$ cat src/nec_ir_pkg.sv
`timescale 1ns / 1ps
`default_nettype none
// ----------------------------------------------------------------------------
// nec_ir_pkg
// Types and timing windows shared by the pulse-distance remote decoder.
// ----------------------------------------------------------------------------
package nec_ir_pkg;

   // widths of the stream words
   localparam int unsigned EDGE_TIME_WIDTH = 32;
   localparam int unsigned BYTE_WIDTH      = 8;
   localparam int unsigned FRAME_WIDTH     = 32;
   localparam int unsigned BIT_COUNT_WIDTH = 6;
   localparam int unsigned REQ_DATA_WIDTH  = 32;
   localparam int unsigned RSP_DATA_WIDTH  = 16;

   // bits in a complete frame
   localparam logic [BIT_COUNT_WIDTH-1:0] FRAME_BITS_FULL = 6'd32;

   // interval windows in microseconds
   localparam logic [EDGE_TIME_WIDTH-1:0] GLITCH_MAX_US      = 32'd800;
   localparam logic [EDGE_TIME_WIDTH-1:0] PREAMBLE_MIN_US    = 32'd13400;
   localparam logic [EDGE_TIME_WIDTH-1:0] PREAMBLE_MAX_US    = 32'd13700;
   localparam logic [EDGE_TIME_WIDTH-1:0] ZERO_LOW_US        = 32'd1000;
   localparam logic [EDGE_TIME_WIDTH-1:0] ZERO_HIGH_US       = 32'd1500;
   localparam logic [EDGE_TIME_WIDTH-1:0] ONE_LOW_US         = 32'd2000;
   localparam logic [EDGE_TIME_WIDTH-1:0] ONE_HIGH_US        = 32'd2500;
   localparam logic [EDGE_TIME_WIDTH-1:0] LOCK1_MIN_US       = 32'd39500;
   localparam logic [EDGE_TIME_WIDTH-1:0] LOCK1_MAX_US       = 32'd41000;
   localparam logic [EDGE_TIME_WIDTH-1:0] REPEAT_MIN_US      = 32'd11000;
   localparam logic [EDGE_TIME_WIDTH-1:0] REPEAT_MAX_US      = 32'd11500;
   localparam logic [EDGE_TIME_WIDTH-1:0] LOCK2_MIN_US       = 32'd96000;
   localparam logic [EDGE_TIME_WIDTH-1:0] LOCK2_MAX_US       = 32'd98000;

   // decoder phase
   typedef enum logic [2:0] {
      PH_IDLE   = 3'd0,
      PH_DATA   = 3'd1,
      PH_REPEAT = 3'd2,
      PH_LOCK1  = 3'd3,
      PH_LOCK2  = 3'd4
   } phase_type;

   // all decoder state carried between words
   typedef struct packed {
      phase_type                    phase;
      logic [EDGE_TIME_WIDTH-1:0]   prior_edge_time;
      logic [FRAME_WIDTH-1:0]       frame_bits;
      logic [BIT_COUNT_WIDTH-1:0]   bits_received;
      logic [BYTE_WIDTH-1:0]        held_address;
      logic [BYTE_WIDTH-1:0]        held_command;
   } decoder_state_type;

   // one decoded button word
   typedef struct packed {
      logic                   valid;
      logic [BYTE_WIDTH-1:0]  button_address;
      logic [BYTE_WIDTH-1:0]  button_command;
      logic                   is_repeat;
   } button_result_type;

endpackage : nec_ir_pkg
`default_nettype wire

$ cat src/nec_ir_step.sv
`timescale 1ns / 1ps
`default_nettype none
// ----------------------------------------------------------------------------
// nec_ir_step
// Next-state and result logic for one edge timestamp: interval, phase
// transition, bit shift and frame check.
// ----------------------------------------------------------------------------
module nec_ir_step (
   input  wire nec_ir_pkg::decoder_state_type                  state_cur,
   input  wire logic [nec_ir_pkg::EDGE_TIME_WIDTH-1:0]         edge_time,
   output nec_ir_pkg::decoder_state_type                       state_nxt,
   output nec_ir_pkg::button_result_type                       result
);

   logic [nec_ir_pkg::EDGE_TIME_WIDTH-1:0] delta;
   logic                                   bit_is_one;
   logic [nec_ir_pkg::FRAME_WIDTH-1:0]     frame_shifted;
   logic [nec_ir_pkg::BYTE_WIDTH-1:0]      addr_byte;
   logic [nec_ir_pkg::BYTE_WIDTH-1:0]      addr_inv_byte;
   logic [nec_ir_pkg::BYTE_WIDTH-1:0]      cmd_byte;
   logic [nec_ir_pkg::BYTE_WIDTH-1:0]      cmd_inv_byte;
   logic                                   frame_good;

   // elapsed time, wraps modulo 2^32
   assign delta = edge_time - state_cur.prior_edge_time;

   // frame as it stands after this edge's shift
   assign bit_is_one    = (delta > nec_ir_pkg::ONE_LOW_US) && (delta < nec_ir_pkg::ONE_HIGH_US);
   assign frame_shifted = {state_cur.frame_bits[30:0], bit_is_one};

   // byte split of the frame after this edge's shift
   assign addr_byte     = frame_shifted[31:24];
   assign addr_inv_byte = frame_shifted[23:16];
   assign cmd_byte      = frame_shifted[15:8];
   assign cmd_inv_byte  = frame_shifted[7:0];
   assign frame_good    = (addr_byte == ~addr_inv_byte) && (cmd_byte == ~cmd_inv_byte);

   // phase machine for one edge
   always_comb begin
      state_nxt             = state_cur;
      result.valid          = 1'b0;
      result.button_address = state_cur.held_address;
      result.button_command = state_cur.held_command;
      result.is_repeat      = 1'b1;

      if (delta >= nec_ir_pkg::GLITCH_MAX_US) begin
         case (state_cur.phase)
            nec_ir_pkg::PH_IDLE: begin
               state_nxt.frame_bits      = '0;
               state_nxt.bits_received   = '0;
               state_nxt.prior_edge_time = edge_time;
               if (delta >= nec_ir_pkg::PREAMBLE_MIN_US &&
                   delta <= nec_ir_pkg::PREAMBLE_MAX_US) begin
                  state_nxt.phase = nec_ir_pkg::PH_DATA;
               end
            end
            nec_ir_pkg::PH_DATA: begin
               state_nxt.prior_edge_time = edge_time;
               // msb-first shift of a zero or one symbol
               if (delta > nec_ir_pkg::ZERO_LOW_US && delta < nec_ir_pkg::ZERO_HIGH_US) begin
                  state_nxt.frame_bits    = {state_cur.frame_bits[30:0], 1'b0};
                  state_nxt.bits_received = state_cur.bits_received + 6'd1;
               end else if (delta > nec_ir_pkg::ONE_LOW_US &&
                            delta < nec_ir_pkg::ONE_HIGH_US) begin
                  state_nxt.frame_bits    = {state_cur.frame_bits[30:0], 1'b1};
                  state_nxt.bits_received = state_cur.bits_received + 6'd1;
               end else begin
                  state_nxt.phase         = nec_ir_pkg::PH_IDLE;
                  state_nxt.bits_received = '0;
               end
               // full frame: check inverted copies
               if (state_nxt.bits_received == nec_ir_pkg::FRAME_BITS_FULL) begin
                  if (frame_good) begin
                     state_nxt.held_address = addr_byte;
                     state_nxt.held_command = cmd_byte;
                     state_nxt.phase        = nec_ir_pkg::PH_LOCK1;
                     result.valid           = 1'b1;
                     result.button_address  = addr_byte;
                     result.button_command  = cmd_byte;
                     result.is_repeat       = 1'b0;
                  end else begin
                     state_nxt.phase = nec_ir_pkg::PH_IDLE;
                  end
               end
            end
            nec_ir_pkg::PH_LOCK1: begin
               if (delta > nec_ir_pkg::LOCK1_MAX_US) begin
                  state_nxt.phase           = nec_ir_pkg::PH_IDLE;
                  state_nxt.prior_edge_time = edge_time;
               end else if (delta >= nec_ir_pkg::LOCK1_MIN_US) begin
                  state_nxt.phase           = nec_ir_pkg::PH_REPEAT;
                  state_nxt.prior_edge_time = edge_time;
               end
            end
            nec_ir_pkg::PH_REPEAT: begin
               if (delta > nec_ir_pkg::REPEAT_MAX_US) begin
                  state_nxt.phase           = nec_ir_pkg::PH_IDLE;
                  state_nxt.prior_edge_time = edge_time;
               end else if (delta >= nec_ir_pkg::REPEAT_MIN_US) begin
                  state_nxt.phase           = nec_ir_pkg::PH_LOCK2;
                  state_nxt.prior_edge_time = edge_time;
                  result.valid              = 1'b1;
               end
            end
            nec_ir_pkg::PH_LOCK2: begin
               if (delta > nec_ir_pkg::LOCK2_MAX_US) begin
                  state_nxt.phase           = nec_ir_pkg::PH_IDLE;
                  state_nxt.prior_edge_time = edge_time;
               end else if (delta >= nec_ir_pkg::LOCK2_MIN_US) begin
                  state_nxt.phase           = nec_ir_pkg::PH_REPEAT;
                  state_nxt.prior_edge_time = edge_time;
               end
            end
            default: begin
               state_nxt.phase           = nec_ir_pkg::PH_IDLE;
               state_nxt.prior_edge_time = edge_time;
            end
         endcase
      end
   end

endmodule : nec_ir_step
`default_nettype wire

$ cat src/nec_ir_pulse_distance_decoder_unit.sv
`timescale 1ns / 1ps
`default_nettype none
// ----------------------------------------------------------------------------
// nec_ir_pulse_distance_decoder_unit
// Pulse-distance infrared remote decoder working on falling-edge timestamps.
// ----------------------------------------------------------------------------
// Each request word is the free-running microsecond timestamp of one falling
// edge of the receiver output. The unit measures the interval since the last
// accepted edge, finds the preamble, shifts in 32 data bits msb first, checks
// the address and command against their inverted copies and sends one
// response word per good frame, then one more for each correctly timed repeat
// frame (is_repeat set). Edges that arrive too soon are dropped and give no
// response. The unit takes one word per clock while the response side does
// not stall: a word is held in the input register, then the interval
// subtract and window compares run in one pass into the decoder state and
// response register. Back-pressure on the response side stalls the input
// register only while a response waits unread.
// ----------------------------------------------------------------------------
module nec_ir_pulse_distance_decoder_unit (
   input  wire logic                                      clock,
   input  wire logic                                      reset,
   // request stream
   input  wire logic                                      req_tvalid,
   output logic                                           req_tready,
   input  wire logic [nec_ir_pkg::REQ_DATA_WIDTH-1:0]     req_tdata,  // [31:0] edge_time
   // response stream
   output logic                                           rsp_tvalid,
   input  wire logic                                      rsp_tready,
   output logic [nec_ir_pkg::RSP_DATA_WIDTH-1:0]          rsp_tdata,  // [7:0] button_address,
                                                                      // [15:8] button_command
   output logic                                           rsp_tuser   // [0] is_repeat
);

   logic                                        in_valid_ff;
   logic [nec_ir_pkg::EDGE_TIME_WIDTH-1:0]      in_time_ff;
   logic [nec_ir_pkg::EDGE_TIME_WIDTH-1:0]      in_time_in;
   nec_ir_pkg::decoder_state_type               state_ff;
   nec_ir_pkg::decoder_state_type               state_in;
   nec_ir_pkg::button_result_type               step_result;
   logic                                        rsp_valid_ff;
   logic                                        rsp_valid_in;
   logic [nec_ir_pkg::RSP_DATA_WIDTH-1:0]       rsp_data_ff;
   logic [nec_ir_pkg::RSP_DATA_WIDTH-1:0]       rsp_data_in;
   logic                                        rsp_user_ff;
   logic                                        rsp_user_in;
   logic                                        step_fire;
   logic                                        in_valid_in;

   // decode step may run when the response slot is free or being emptied
   assign step_fire  = in_valid_ff && (!rsp_valid_ff || rsp_tready);
   assign req_tready = !in_valid_ff || step_fire;

   // input register
   always_comb begin
      in_valid_in = in_valid_ff;
      in_time_in  = in_time_ff;
      if (req_tready) begin
         in_valid_in = req_tvalid;
         in_time_in  = req_tdata;
      end
   end

   // one-pass decode of the registered edge
   nec_ir_step u_step (
      .state_cur (state_ff),
      .edge_time (in_time_ff),
      .state_nxt (state_in),
      .result    (step_result)
   );

   // response register
   always_comb begin
      rsp_valid_in = rsp_valid_ff;
      rsp_data_in  = rsp_data_ff;
      rsp_user_in  = rsp_user_ff;
      if (rsp_valid_ff && rsp_tready) begin
         rsp_valid_in = 1'b0;
      end
      if (step_fire && step_result.valid) begin
         rsp_valid_in = 1'b1;
         rsp_data_in  = {step_result.button_command, step_result.button_address};
         rsp_user_in  = step_result.is_repeat;
      end
   end

   // control and decoder state
   always_ff @(posedge clock) begin
      if (reset) begin
         in_valid_ff              <= 1'b0;
         rsp_valid_ff             <= 1'b0;
         state_ff.phase           <= nec_ir_pkg::PH_IDLE;
         state_ff.prior_edge_time <= '0;
         state_ff.frame_bits      <= '0;
         state_ff.bits_received   <= '0;
         state_ff.held_address    <= '0;
         state_ff.held_command    <= '0;
      end else begin
         in_valid_ff  <= in_valid_in;
         rsp_valid_ff <= rsp_valid_in;
         if (step_fire) begin
            state_ff <= state_in;
         end
      end
   end

   // payload registers
   always_ff @(posedge clock) begin
      in_time_ff  <= in_time_in;
      rsp_data_ff <= rsp_data_in;
      rsp_user_ff <= rsp_user_in;
   end

   assign rsp_tvalid = rsp_valid_ff;
   assign rsp_tdata  = rsp_data_ff;
   assign rsp_tuser  = rsp_user_ff;

endmodule : nec_ir_pulse_distance_decoder_unit
`default_nettype wire
$ cat config.mk
export PLATFORM = sky130hd
export DESIGN_NAME = nec_ir_pulse_distance_decoder_unit
export DESIGN_NICKNAME = d
export VERILOG_FILES = /design/src/nec_ir_pkg.sv /design/src/nec_ir_step.sv /design/src/nec_ir_pulse_distance_decoder_unit.sv
export SDC_FILE = /design/constraint.sdc
export NUM_CORES = 1
export LEC_CHECK = 0
export BUFFER_PORTS_ARGS = -buffer_cell sky130_fd_sc_hd__buf_4
export CAP_MARGIN = 10
export CORE_ASPECT_RATIO = 0.5
export CORE_MARGIN = 2
export CORE_UTILIZATION = 55
export DETAILED_ROUTE_END_ITERATION = 8
export PLACE_DENSITY_LB_ADDON = 0.05
export SLEW_MARGIN = 20
export SYNTH_ARGS = -nofsm -noshare
export SYNTH_HDL_FRONTEND = slang
export SYNTH_HIERARCHICAL = 1
export SYNTH_SLANG_ARGS = --single-unit
$ cat constraint.sdc
create_clock -name clock -period 4.4 [get_ports clock]
set_clock_uncertainty 0.05 [all_clocks]
set_input_delay 0.88 -clock clock [delete_from_list [all_inputs] [get_ports clock]]
set_output_delay 0.88 -clock clock [all_outputs]
set_load 0.1 [all_outputs]
======== Yosys cells after proc, flatten, opt, wreduce, memory -nomap -nowiden ========
Index checks and enable logic that the tools add are counted.
operators by class
  shifts and indexed selects .............. 0
  equality and inequality tests ........... 14
  divide/modulo/power cells ............... 0
  $lt $le $gt $ge ......................... 13
  mux-type cells .......................... 27
  multiply operators ...................... 0
  reduce and logical (&&, ||, !) cells .... 20
  bitwise logic cells ..................... 2
  add/sub/neg operators ................... 2
operator list
  kind                                                                                    number
  35-bit two-way mux                                                                      6
  35-bit case mux with 5 select lines                                                     1
  37-bit two-way mux                                                                      3
  37-bit case mux with 2 select lines                                                     1
  32-bit by 14-bit greater-or-equal comparator with 1-bit output (second input constant)  2
  18-bit two-way mux                                                                      3
  32-bit by 10-bit greater-or-equal comparator with 1-bit output (second input constant)  1
  32-bit by 16-bit greater-or-equal comparator with 1-bit output (second input constant)  1
  32-bit by 17-bit greater-or-equal comparator with 1-bit output (second input constant)  1
  32-bit by 10-bit greater-than comparator with 1-bit output (second input constant)      1
  32-bit by 11-bit greater-than comparator with 1-bit output (second input constant)      1
  32-bit by 14-bit greater-than comparator with 1-bit output (second input constant)      1
  32-bit by 16-bit greater-than comparator with 1-bit output (second input constant)      1
  32-bit by 17-bit greater-than comparator with 1-bit output (second input constant)      1
  32-bit by 14-bit <= comparator with 1-bit output (second input constant)                1
  32-bit by 11-bit < comparator with 1-bit output (second input constant)                 1
  32-bit by 12-bit < comparator with 1-bit output (second input constant)                 1
  32-bit subtractor                                                                       1
  31-bit two-way mux                                                                      1
  17-bit two-way mux                                                                      1
  8-bit equality test                                                                     2
  8-bit inverter                                                                          2
  3-bit two-way mux                                                                       4
  5-bit AND reduction                                                                     2
  21 further kinds                                                                        38
word-level totals
  bits in read-only memories .............. 0
  input bits .............................. 36
  logic and storage cells ................. 89
  output and inout port bits .............. 19
  memory bits (writable) .................. 0
  bits in latches ......................... 0
  flip-flop bits (word level) ............. 139
  memories ................................ 0

======== Logic depth before layout (Yosys ltp) ========
  depth in word-level cells ............... 13
  mapped depth ............................ 20

======== Hierarchy ========
The synthesis kept the hierarchy.
modules (own cells, without submodules)
  module                              area an instance (µm²)  cells each  seq. area each (µm²)  instances
  nec_ir_pulse_distance_decoder_unit  5510.3                  446         3293.2                1
  nec_ir_step                         4499.3                  652         0.0                   1

======== Least setup slack after synthesis ========
Ideal clock, no wire load.
  kind .................................... register -> register
  from .................................... register in_time_ff[0] (netlist bit)
  to ...................................... register rsp_data_ff (netlist bit rsp_tdata[0]) (enable)
  clock period less this slack ............ 4662 ps
  required time ........................... 3959 ps
  setup slack ............................. -262 ps
  data arrival time ....................... 4221 ps
  cell stages (with the launch flop) ...... 17
  cell sequence ........................... edfxtp_1 -> inv_1 -> ha_1 -> fa_1 -> nand2b_1 -> a211oi_2 -> o211ai_1 -> a21oi_1 -> o21ai_0 -> a2111oi_0 -> o2111ai_1 -> or3b_2 -> nor2_1 -> nand3_1 -> nand2_1 -> nand2_1 -> nor2_1
RTL lines
  element                 RTL line                                   RTL
  from (decl)             nec_ir_pulse_distance_decoder_unit.sv:35   logic [nec_ir_pkg::EDGE_TIME_WIDTH-1:0] in_time_ff;
  from (signal assigned)  nec_ir_pulse_distance_decoder_unit.sv:108  in_time_ff <= in_time_in;
  to (signal assigned)    nec_ir_pulse_distance_decoder_unit.sv:109  rsp_data_ff <= rsp_data_in;
  to (decl)               nec_ir_pulse_distance_decoder_unit.sv:42   logic [nec_ir_pkg::RSP_DATA_WIDTH-1:0] rsp_data_ff;

======== Final worst setup path ========
  from .................................... register in_time_ff[0] (netlist bit)
  to ...................................... register state_ff[42] (netlist bit)
between the ends
  cells in the longest elaborated chain, start to end .. 7
  elaborated cells on any way between the ends .. 14
  those cells by class .................... add/sub: 1; order compare: 5; eq/ne: 1; mux: 4; reduce/logical: 3
RTL lines
  element                                                                                                                        RTL line                                   RTL
  32-bit subtractor (*)                                                                                                          nec_ir_step.sv:25                          assign delta = edge_time - state_cur.prior_edge_time;
  32-bit by 10-bit greater-than comparator with 1-bit output or 32-bit by 11-bit < comparator with 1-bit output (tied branches)  nec_ir_step.sv:60                          if (delta > nec_ir_pkg::ZERO_LOW_US && delta < nec_ir_pkg::ZERO_HIGH_US) begin
  1-bit logical AND                                                                                                              nec_ir_step.sv:60
  37-bit two-way mux                                                                                                             nec_ir_step.sv:60
  37-bit two-way mux                                                                                                             nec_ir_step.sv:47                          case (state_cur.phase)
  37-bit two-way mux                                                                                                             nec_ir_step.sv:46                          if (delta >= nec_ir_pkg::GLITCH_MAX_US) begin
  37-bit case mux with 2 select lines                                                                                            nec_ir_step.sv:47
  to (signal assigned)                                                                                                           nec_ir_pulse_distance_decoder_unit.sv:101  state_ff <= state_in;
  to (decl)                                                                                                                      nec_ir_pulse_distance_decoder_unit.sv:37   nec_ir_pkg::decoder_state_type state_ff;
Every way passes the cells marked *; elsewhere a longest branch is shown, timed or not. The select of a mux whose other input is x is not followed.
A chain may end at the register's enable or synchronous reset.

==> results.tsv <==
stage	metric	value	unit
die	dieWidth	194	µm
placement	gp_congestion	0.930	
run	maxCapViolations	0	
worst_setup_path	crit_chain	inv_2 -> ha_4 -> fa_2 -> nand2b_4 -> a211oi_4 -> buf_6 -> nor2_2 -> a2bb2oi_2 -> o21a_1 -> or4_1 -> or4_4 -> or4_4 -> buf_6 -> o21ai_4 -> or2b_4 -> buf_4 -> a22o_1 -> nand2b_1 -> mux2i_1	
worst_setup_path	start_kind	flop	
finish	n_fill_cell	1377	
routing	drt_iter0_drc	772	
routing	detail-route-antenna-nets	0	
worst_setup_path	reg2reg_depth	19	
die	start_util	56.7	%
timing	fin_ws	-0.284	ns
worst_setup_path	rrSetupSlack	-0.28	ns
placement	place_inst	1429	
timing	period_minus_slack	4.68	ns
routing	drc	0	
clocking	cts_buffer_depth	2	
finish	final_nets	1307	
clocking	hold_buffers	0	
clocking	clk_latency	0.44	ns
clocking	cts_sinks	139	
timing	maxSlewHeadroom	37.2	%
worst_setup_path	r2r-start	in_time_ff[0]$_DFFE_PP_	
timing	setup_violations	120	
global_route	grt_max_degree	179	
global_route	grt_pass1_wl	39900	µm
worst_setup_path	cp.arrival	5.00	ns
worst_setup_path	required	4.71	ns
placement	dp_hpwl	16600	µm
pwr	intPower	2.66	mW
worst_setup_path	crit_slowest_cell	or4_4	
timing	hold_violations	0	
routing	drt_wl_total	24900	µm
finish	n_antenna_cell	0	
worst_setup_path	end_kind	flop	
synthesis	synth_cells	1093	
die	die_area	19300	µm²
pwr	pwr-share-comb	24.0	%
finish	multiInputGateArea	6520	µm²
worst_setup_path	r2r-end	state_ff[42]$_SDFFE_PP0P_	
outcome	violations	setup timing	
global_route	grt_use_total	25.3	%
timing	rsz0062_at_grt	yes	
die	placementRows	34	
synthesis	avgSynthCellArea	9.11	µm²
pwr	clkPwrFrac	39.4	%
die	io-pin-count	55	
synthesis	syn_area	9960	µm²
pwr	seqPwrFrac	36.6	%
routing	drt-wirelength-per-cell	16.8	µm
worst_hold_path	min_path_type	flop to flop	
worst_setup_path	critPathCapture	state_ff[42]$_SDFFE_PP0P_	
clocking	root_buffer	clkbuf_16	
routing	firstDrtPassIters	6	
pwr	power_density	300	nW/µm²
finish	drive_gt1_share	26.5	%
pwr	p_leak	4.76	nW
synthesis	yosys_warnings	6	
global_route	grt_pass1_vias	8267	
clocking	cts_buffers	17	
pwr	sw_frac_of_total	29.4	%
worst_setup_path	cp_max_fo	6	
worst_setup_path	cpPeakStageDelay	0.59	ns
global_route	antenna_found_initial	0	
placement	io_buffers	54	
worst_setup_path	critPathLaunch	in_time_ff[0]$_DFFE_PP_	
timing	max_freq	213	MHz
placement	preCtsSetupSlack	-0.284	ns
outcome	status	finished with violations	
pwr	switching_power	1.11	mW
synthesis	syn-num-nets	1162	
worst_setup_path	path_class	flop to flop	
timing	maxSlewViolCount	0	
routing	vias	8546	
die	core	17600	µm²
pwr	peakVddDrop	0.274	mV
clocking	clk_pin_slew	0.06	ns
finish	syn_to_final_growth	25.8	%
routing	vias_per_cell	5.75	
clocking	htree_levels	4	
timing	worstMarginPinSlew	0.942	ns
finish	fin_cells	1485	
finish	seq_area	3270	µm²
clocking	cts_tree	yes	
die	fp.dieH	99.1	µm
timing	finalCritPeriodShare	106	%
timing	finalSetupTns	-20.25	ns
pwr	total_power	3.76	mW
global_route	overflow	0	
==> worst min path at each step <==
stage,start,to,cells past startpoint
floorplan,state_ff[15]$_SDFFE_PP0P_,state_ff[15]$_SDFFE_PP0P_,2
global placement,state_ff[4]$_SDFFE_PP0P_,state_ff[4]$_SDFFE_PP0P_,2
detailed placement,state_ff[12]$_SDFFE_PP0P_,state_ff[12]$_SDFFE_PP0P_,2
CTS,state_ff[12]$_SDFFE_PP0P_,state_ff[12]$_SDFFE_PP0P_,2
global route,state_ff[10]$_SDFFE_PP0P_,state_ff[10]$_SDFFE_PP0P_,2
finish,state_ff[10]$_SDFFE_PP0P_,state_ff[10]$_SDFFE_PP0P_,2
==> metrics by stage <==
stage,util (%),hold slack [ns],instance area (µm²)
6_report,71.3,0.427,12500
5_1_grt,71.3,0.431,12500
4_1_cts,68.7,0.425,12100
3_5_place_dp,64.3,0.414,11300
3_3_place_gp,64.3,0.406,11300
2_1_floorplan,-,0.396,10000
==> layout make-up <==
cell class / count / share of cell area (%)
multi-input cells: 836 / 52.0
inverters: 41 / 1.23
flip-flops and latches: 139 / 26.1
well taps: 234 / 2.34
repair buffers: 203 / 13.6
clock buffers: 20 / 3.65
clock inverters: 12 / 1.07
==> power by group through the flow <==
stage | Sequential (mW) | Combinational (mW) | Clock [mW]
CTS | 1.38 | 0.831 | 1.50
finish | 1.38 | 0.903 | 1.48
detailed placement | 1.40 | 0.806 | 0
global placement | 1.40 | 0.792 | 0
global route | 1.38 | 0.979 | 1.56
floorplan | 1.40 | 0.510 | 0
==> placed cells by master, fill, tap and decap left out, types with 32 or more instances in the layout <==
cell,count
a22o_1,33
inv_1,40
nand2b_1,183
dfxtp_1,90
o21ai_0,32
mux2i_1,94
nor2_1,37
nand2_1,56
buf_4,184
a21oi_1,43
edfxtp_1,49
==> critical path, delay by kind of cell, from the launching register on <==
| family | cells | cell delay (ns) |
|---|---|---|
| and+or+nand+nor | 7 | 2.15 |
| AOI/OAI and AO/OA | 5 | 0.89 |
| buffers and inverters | 4 | 0.51 |
| adders and majority gates | 2 | 0.50 |
| DFF | 1 | 0.37 |
| muxes | 1 | 0.15 |
==> sequential cells by signal, indices dropped and copies added (netlist names) <==
signal / count
in_valid_ff: 1
rsp_tuser: 1
rsp_tdata: 16
rsp_tvalid: 1
in_time_ff: 32
state_ff: 88
==> layer usage <==
metal	vias up	share of wire (%)	GRT usage, %
met5	-	0	0
met4	0	1.4	6.80
met3	31	4.4	5.26
met2	206	45	41.6
met1	4093	49	34.2
li1	4216	-	-
==> timing repair <==
item / CTS / global route
pin swaps: 15 / 33
endpoints found under the setup margin: 120 / 121
setup buffers: 8 / 13
resized for setup: 26 / 74
cloned: 1 / 2
Note: power is estimated with default switching activity, not from simulation.
